===== src/hdl/kgp_pkg.sv =====
// Shared constants, types and register codes for the kinship genotype probability block.
package kgp_pkg;

    localparam int ALLELE_COUNT_DEF = 64;

    localparam int AL_W       = 6;
    localparam int GENO_W     = 12;
    localparam int FREQ_W     = 16;
    localparam int CNT_W      = 10;
    localparam int THETA_W    = 16;
    localparam int KAPPA_W    = 17;
    localparam int CFG_IDX_W  = 3;
    localparam int CFG_DATA_W = 17;
    localparam int PROB_W     = 32;

    // four allele probability lanes, one divider lane each
    localparam int LANES   = 4;
    localparam int LN_PA   = 0;   // f1, c1,   n
    localparam int LN_HOM2 = 1;   // f1, c1+1, n+1
    localparam int LN_HET2 = 2;   // f2, c2,   n+1
    localparam int LN_PB   = 3;   // f2, c2,   n

    localparam int QW    = PROB_W;  // quotient bits, one per divider stage
    localparam int NUM_W = 44;
    localparam int DEN_W = 27;
    localparam int DVD_W = 58;

    typedef enum logic [CFG_IDX_W-1:0] {
        CFG_THETA       = 3'd0,
        CFG_TYPED_TOTAL = 3'd1,
        CFG_KAPPA_ZERO  = 3'd2,
        CFG_KAPPA_ONE   = 3'd3,
        CFG_KAPPA_TWO   = 3'd4
    } t_cfg_idx;

    typedef struct packed {
        logic rel;
        logic same;
        logic uhom;
        logic a_sh;
        logic b_sh;
        logic rhom;
    } t_ctl;

    typedef struct packed {
        logic [DVD_W-1:0] dvd;
        logic [DEN_W-1:0] den;
    } t_div_in;

endpackage


===== src/hdl/kgp_prep.sv =====
// Front end: genotype flags and the dividends and divisors of the four allele probabilities.
module kgp_prep #(
    parameter int ALLELE_COUNT = kgp_pkg::ALLELE_COUNT_DEF
) (
    input  logic                            i_clk,
    input  logic                            i_rst_n,
    input  logic                            i_en,
    input  logic                            i_valid,
    input  logic [kgp_pkg::GENO_W-1:0]      i_unknown_geno,
    input  logic [kgp_pkg::GENO_W-1:0]      i_related_geno,
    input  logic                            i_related_present,
    input  logic [kgp_pkg::AL_W-1:0]        i_unk_allele_first,
    input  logic [kgp_pkg::AL_W-1:0]        i_unk_allele_second,
    input  logic [kgp_pkg::AL_W-1:0]        i_rel_allele_first,
    input  logic [kgp_pkg::AL_W-1:0]        i_rel_allele_second,
    input  logic [kgp_pkg::FREQ_W-1:0]      i_freq_first,
    input  logic [kgp_pkg::FREQ_W-1:0]      i_freq_second,
    input  logic [kgp_pkg::CNT_W-1:0]       i_count_first,
    input  logic [kgp_pkg::CNT_W-1:0]       i_count_second,
    input  logic [kgp_pkg::THETA_W-1:0]     i_theta,
    input  logic [kgp_pkg::CNT_W-1:0]       i_typed_total,
    output logic                            o_valid,
    output kgp_pkg::t_div_in [kgp_pkg::LANES-1:0] o_div,
    output kgp_pkg::t_ctl                   o_ctl
);
    import kgp_pkg::*;

    localparam int C_W  = CNT_W + 1;
    localparam int CT_W = C_W + THETA_W;
    localparam int FT_W = THETA_W + 1 + FREQ_W;

    // allele index reduction table, constant
    logic [AL_W-1:0] w_id_tab [2**AL_W];
    for (genvar i = 0; i < 2**AL_W; i++) begin : g_tab
        assign w_id_tab[i] = AL_W'(i % ALLELE_COUNT);
    end

    logic [AL_W-1:0] w_ua, w_ub, w_ra, w_rb;
    t_ctl            n_ctl;
    logic [C_W-1:0]    w_c [LANES];
    logic [FREQ_W-1:0] w_f [LANES];
    logic [C_W-1:0]    w_n1;

    assign w_ua = w_id_tab[i_unk_allele_first];
    assign w_ub = w_id_tab[i_unk_allele_second];
    assign w_ra = w_id_tab[i_rel_allele_first];
    assign w_rb = w_id_tab[i_rel_allele_second];

    always_comb begin
        n_ctl.rel  = i_related_present;
        n_ctl.same = (i_unknown_geno == i_related_geno);
        n_ctl.uhom = (w_ua == w_ub);
        n_ctl.a_sh = (w_ua == w_ra) || (w_ua == w_rb);
        n_ctl.b_sh = (w_ub == w_ra) || (w_ub == w_rb);
        n_ctl.rhom = (w_ra == w_rb);
    end

    assign w_c[LN_PA]   = {1'b0, i_count_first};
    assign w_c[LN_HOM2] = {1'b0, i_count_first} + C_W'(1);
    assign w_c[LN_HET2] = {1'b0, i_count_second};
    assign w_c[LN_PB]   = {1'b0, i_count_second};
    assign w_f[LN_PA]   = i_freq_first;
    assign w_f[LN_HOM2] = i_freq_first;
    assign w_f[LN_HET2] = i_freq_second;
    assign w_f[LN_PB]   = i_freq_second;
    assign w_n1         = {1'b0, i_typed_total} + C_W'(1);

    // stage 1: products
    logic [CT_W-1:0] r1_ct  [LANES];
    logic [FT_W-1:0] r1_ft  [LANES];
    logic [CT_W-1:0] r1_nth [2];
    t_ctl            r1_ctl;
    // stage 2: numerator and divisor
    logic [NUM_W-1:0] r2_num [LANES];
    logic [DEN_W-1:0] r2_den [LANES];
    t_ctl             r2_ctl;
    // stage 3: rounded dividend
    logic [DVD_W-1:0] r3_dvd [LANES];
    logic [DEN_W-1:0] r3_den [LANES];
    t_ctl             r3_ctl;
    logic [2:0]       r_vld;

    always_ff @(posedge i_clk) begin
        if (!i_rst_n) begin
            r_vld <= '0;
        end else if (i_en) begin
            r_vld <= {r_vld[1:0], i_valid};
        end
    end

    always_ff @(posedge i_clk) begin
        if (i_en) begin
            for (int l = 0; l < LANES; l++) begin
                r1_ct[l] <= CT_W'(w_c[l]) * CT_W'(i_theta);
                r1_ft[l] <= FT_W'(17'd65536 - {1'b0, i_theta}) * FT_W'(w_f[l]);
            end
            r1_nth[0] <= CT_W'(i_typed_total) * CT_W'(i_theta);
            r1_nth[1] <= CT_W'(w_n1) * CT_W'(i_theta);
            r1_ctl    <= n_ctl;

            for (int l = 0; l < LANES; l++) begin
                r2_num[l] <= (NUM_W'(r1_ct[l]) << 16) + NUM_W'(r1_ft[l]);
                if (l == LN_HOM2 || l == LN_HET2) begin
                    r2_den[l] <= DEN_W'(65536) + DEN_W'(r1_nth[1]) - DEN_W'(i_theta);
                end else begin
                    r2_den[l] <= DEN_W'(65536) + DEN_W'(r1_nth[0]) - DEN_W'(i_theta);
                end
            end
            r2_ctl <= r1_ctl;

            for (int l = 0; l < LANES; l++) begin
                r3_dvd[l] <= (DVD_W'(r2_num[l]) << 14) + DVD_W'(r2_den[l] >> 1);
                r3_den[l] <= r2_den[l];
            end
            r3_ctl <= r2_ctl;
        end
    end

    always_comb begin
        for (int l = 0; l < LANES; l++) begin
            o_div[l].dvd = r3_dvd[l];
            o_div[l].den = r3_den[l];
        end
    end
    assign o_ctl   = r3_ctl;
    assign o_valid = r_vld[2];

endmodule


===== config.mk =====
export PLATFORM = sky130hd
export DESIGN_NAME = kgp_prep
export DESIGN_NICKNAME = d
export VERILOG_FILES = /design/src/hdl/kgp_pkg.sv /design/src/hdl/kgp_prep.sv
export SDC_FILE = /design/constraint.sdc
export NUM_CORES = 2
export LEC_CHECK = 0
export BUFFER_PORTS_ARGS = -buffer_cell sky130_fd_sc_hd__buf_2
export CAP_MARGIN = 30
export CORE_UTILIZATION = 70
export CTS_BUF_LIST = sky130_fd_sc_hd__clkbuf_8
export CTS_CLUSTER_DIAMETER = 60
export DETAILED_ROUTE_END_ITERATION = 16
export PLACE_DENSITY_LB_ADDON = 0.1
export SYNTH_ARGS = -nofsm -noshare
export SYNTH_HDL_FRONTEND = slang
export SYNTH_SLANG_ARGS = --single-unit
export TNS_END_PERCENT = 30

===== constraint.sdc =====
create_clock -name i_clk -period 12.9 [get_ports i_clk]
set_clock_uncertainty 0.05 [all_clocks]
set_input_delay 0.645 -clock i_clk [delete_from_list [all_inputs] [get_ports i_clk]]
set_output_delay 0.645 -clock i_clk [all_outputs]
set_load 0.005 [all_outputs]

==> flow_summary.json <==
{
  "status": "finished clean",
  "critPathLaunchType": "primary input",
  "overflow": 0,
  "ys.flop_type": "edfxtp_1",
  "place_hpwl_mm": 148,
  "finalHoldViolations": 0,
  "syn_inst": 7372,
  "rrSetupSlack_ns": 8.60,
  "start_util": 0.705,
  "netlist_area_sq_um": 74100,
  "ys_types": 88,
  "port_buffers": 477,
  "drt-initial-drc-count": 4838,
  "antenna_found_initial": 26,
  "final_common_cell": "inv_1",
  "fmaxAchievable_mhz": 108,
  "min_period_over_period": 0.721,
  "tns_ns": 0,
  "die_x_um": 327,
  "worst-path-max-fanout": 45,
  "tritoncts": "done",
  "endpoint_kind": "flop",
  "nets": 9489,
  "ys_ff_latch": 617,
  "drt_wl_total_mm": 191,
  "viasPerCell": 5.87,
  "slew_headroom": 0.184,
  "num_io_pins": 478,
  "synth-edff-count": 614,
  "cts_num_sinks": 617,
  "clkTransAtPathRegs_ns": 0.06,
  "gp_congestion": 0.963,
  "hold_class": "in -> reg",
  "maxCapViolCount": 0,
  "critPathKind": "in -> reg",
  "num-fill-cells": 7475,
  "avgRoutedWirePerCell_um": 20.9,
  "cpPeakStageDelay_ns": 0.74,
  "fp.dieH_um": 327,
  "firstDrtPassIters": 8,
  "rows": 119,
  "crit_slowest_cell": "nor4_1",
  "htree_levels": 3,
  "areaGrowthSynthToFinish_pct": 6.79,
  "mostFrequentLayoutCells": "1191 x inv_1, 1006 x fa_1, 893 x nand2_1",
  "tightestPinTransition_ns": 1.22,
  "ant_nets": 0,
  "critPathTopFamily": "adder cells",
  "crit_arrival_ns": 9.76,
  "synth.avg_cell_area_sq_um": 10.1,
  "async_flop_share": 0,
  "drv_slew": 0,
  "cp.required_ns": 13.36,
  "cts_made_buffers": 98,
  "cts-root-buf": "clkbuf_8",
  "cts_max_path_buffers": 3,
  "fp.coreArea_sq_um": 105000,
  "ys_seq_area_frac": 0.249,
  "route.detailed.drc": 0,
  "finalSetupViolCount": 0,
  "clock_latency_ns": 0.77,
  "crit_top_cell": "fa_1",
  "layout_min_cycle_time_ns": 9.30,
  "vias": 53500,
  "cts-resized-gates": 0,
  "grt_pass1_vias": 53900,
  "grt_max_degree": 197,
  "grt_use_total": 0.362,
  "grt_pass1_wl_mm": 298,
  "drive_gt1_frac": 0.0965,
  "syn_nets": 9229,
  "die_area_sq_um": 107000,
  "yosys_warnings": 0,
  "rsz0062_at_grt": "no",
  "crit_buf_inv": 7
}
==> path summary, 6_finish.rpt <==
| kind | from | endpoint | depth (start not counted) |
|---|---|---|---|
| max | i_theta[4] | r1_ft[2][32]$_DFFE_PP_ | 29 |
| min | i_rst_n | r_vld[1]$_SDFFE_PN0P_ | 2 |
| max reg2reg | r1_nth[0][1]$_DFFE_PP_ | r2_den[3][23]$_DFFE_PP_ | 12 |
| min reg2reg | r2_den[2][3]$_DFFE_PP_ | r3_den[2][3]$_DFFE_PP_ | 0 |
==> routing by layer <==
layer	global-route usage	share of wire
met5	0	0.00060
met1	0.505	0.41
met2	0.543	0.44
met4	0.156	0.046
met3	0.0865	0.11
==> flip-flops by register name, summed over array words and instances (netlist names) <==
name and count:
r2_num 114, r1_ctl 6, r2_den 54, r3_den 40
r_vld 3, r3_dvd 190, r1_ft 66, o_ctl 6
r2_ctl 6, r1_nth 53, r1_ct 79
==> area by class of cell <==
type,count,area (sq um),area share
clock inverter,81,722,0.00912
clock buffer,98,1350,0.0170
inverter,1181,4430,0.0560
antenna,18,45.0,0.000569
sequential,617,18500,0.234
multi-input combinational,5199,49500,0.625
timing repair buffer,535,2870,0.0362
tap,1391,1740,0.0220
==> cells by family after synthesis <==
kind of cell,count (synthesis),synth area share
buf+inv,1556,0.0846
simple gates,2224,0.146
xor+xnor,518,0.0612
fa+ha+maj,1726,0.393
mux,3,0.000405
compound gates,728,0.0652
flops,617,0.249
==> Yosys cell counts, types with 7 or more instances <==
library cell,count,area [sq um]
inv_1,1175,4410
o21ai_0,110,551
edfxtp_1,614,18400
nand2b_1,60,375
o31ai_1,12,90.1
a211oi_1,24,180
nand3_1,91,455
a41oi_1,8,70.1
nor2_1,312,1170
a311oi_1,7,61.3
or3_1,15,93.8
a21oi_1,220,1100
nor4_1,14,87.6
nor3_1,52,260
buf_4,110,826
nand4_1,46,288
and3_1,63,394
xnor2_1,355,3110
a211o_1,8,70.1
nor3b_1,7,52.6
buf_1,11,41.3
and4_1,13,114
o31a_1,8,70.1
clkbuf_1,248,931
a31oi_1,23,144
a21o_1,134,1010
nand2_1,893,3350
ha_1,720,9010
fa_1,1006,20100
xor2_1,163,1430
and2_1,567,3550
o21a_1,38,285
o21bai_1,24,180
or2_2,15,93.8
o21ai_1,16,80.1
nor2b_1,52,325
o211ai_1,13,97.6
==> per-stage QoR <==
stage | cell area, sq um | util | std cells | hold slack, ns | setup WS [ns]
final | 79200 | 0.753 | 9120 | 0.0679 | 3.60
after global routing | 79200 | 0.753 | 9111 | 0.0515 | 3.22
after CTS | 79100 | 0.753 | 9099 | 0.00176 | 3.84
after detailed placement | 77000 | 0.733 | 8919 | 0.355 | 3.03
after global placement | 77000 | 0.733 | 8919 | 0.351 | 3.15
after floorplan | 74100 | - | 7372 | 0.350 | 4.96
==> timing repair <==
action                                 in CTS  in global routing
endpoints found under the hold margin       1                  0
hold buffers                                1                  0
buffers inserted                            0                  0
Power is not shown: default switching activity piles up to over one toggle a cycle in this logic, so the estimate is an artifact.
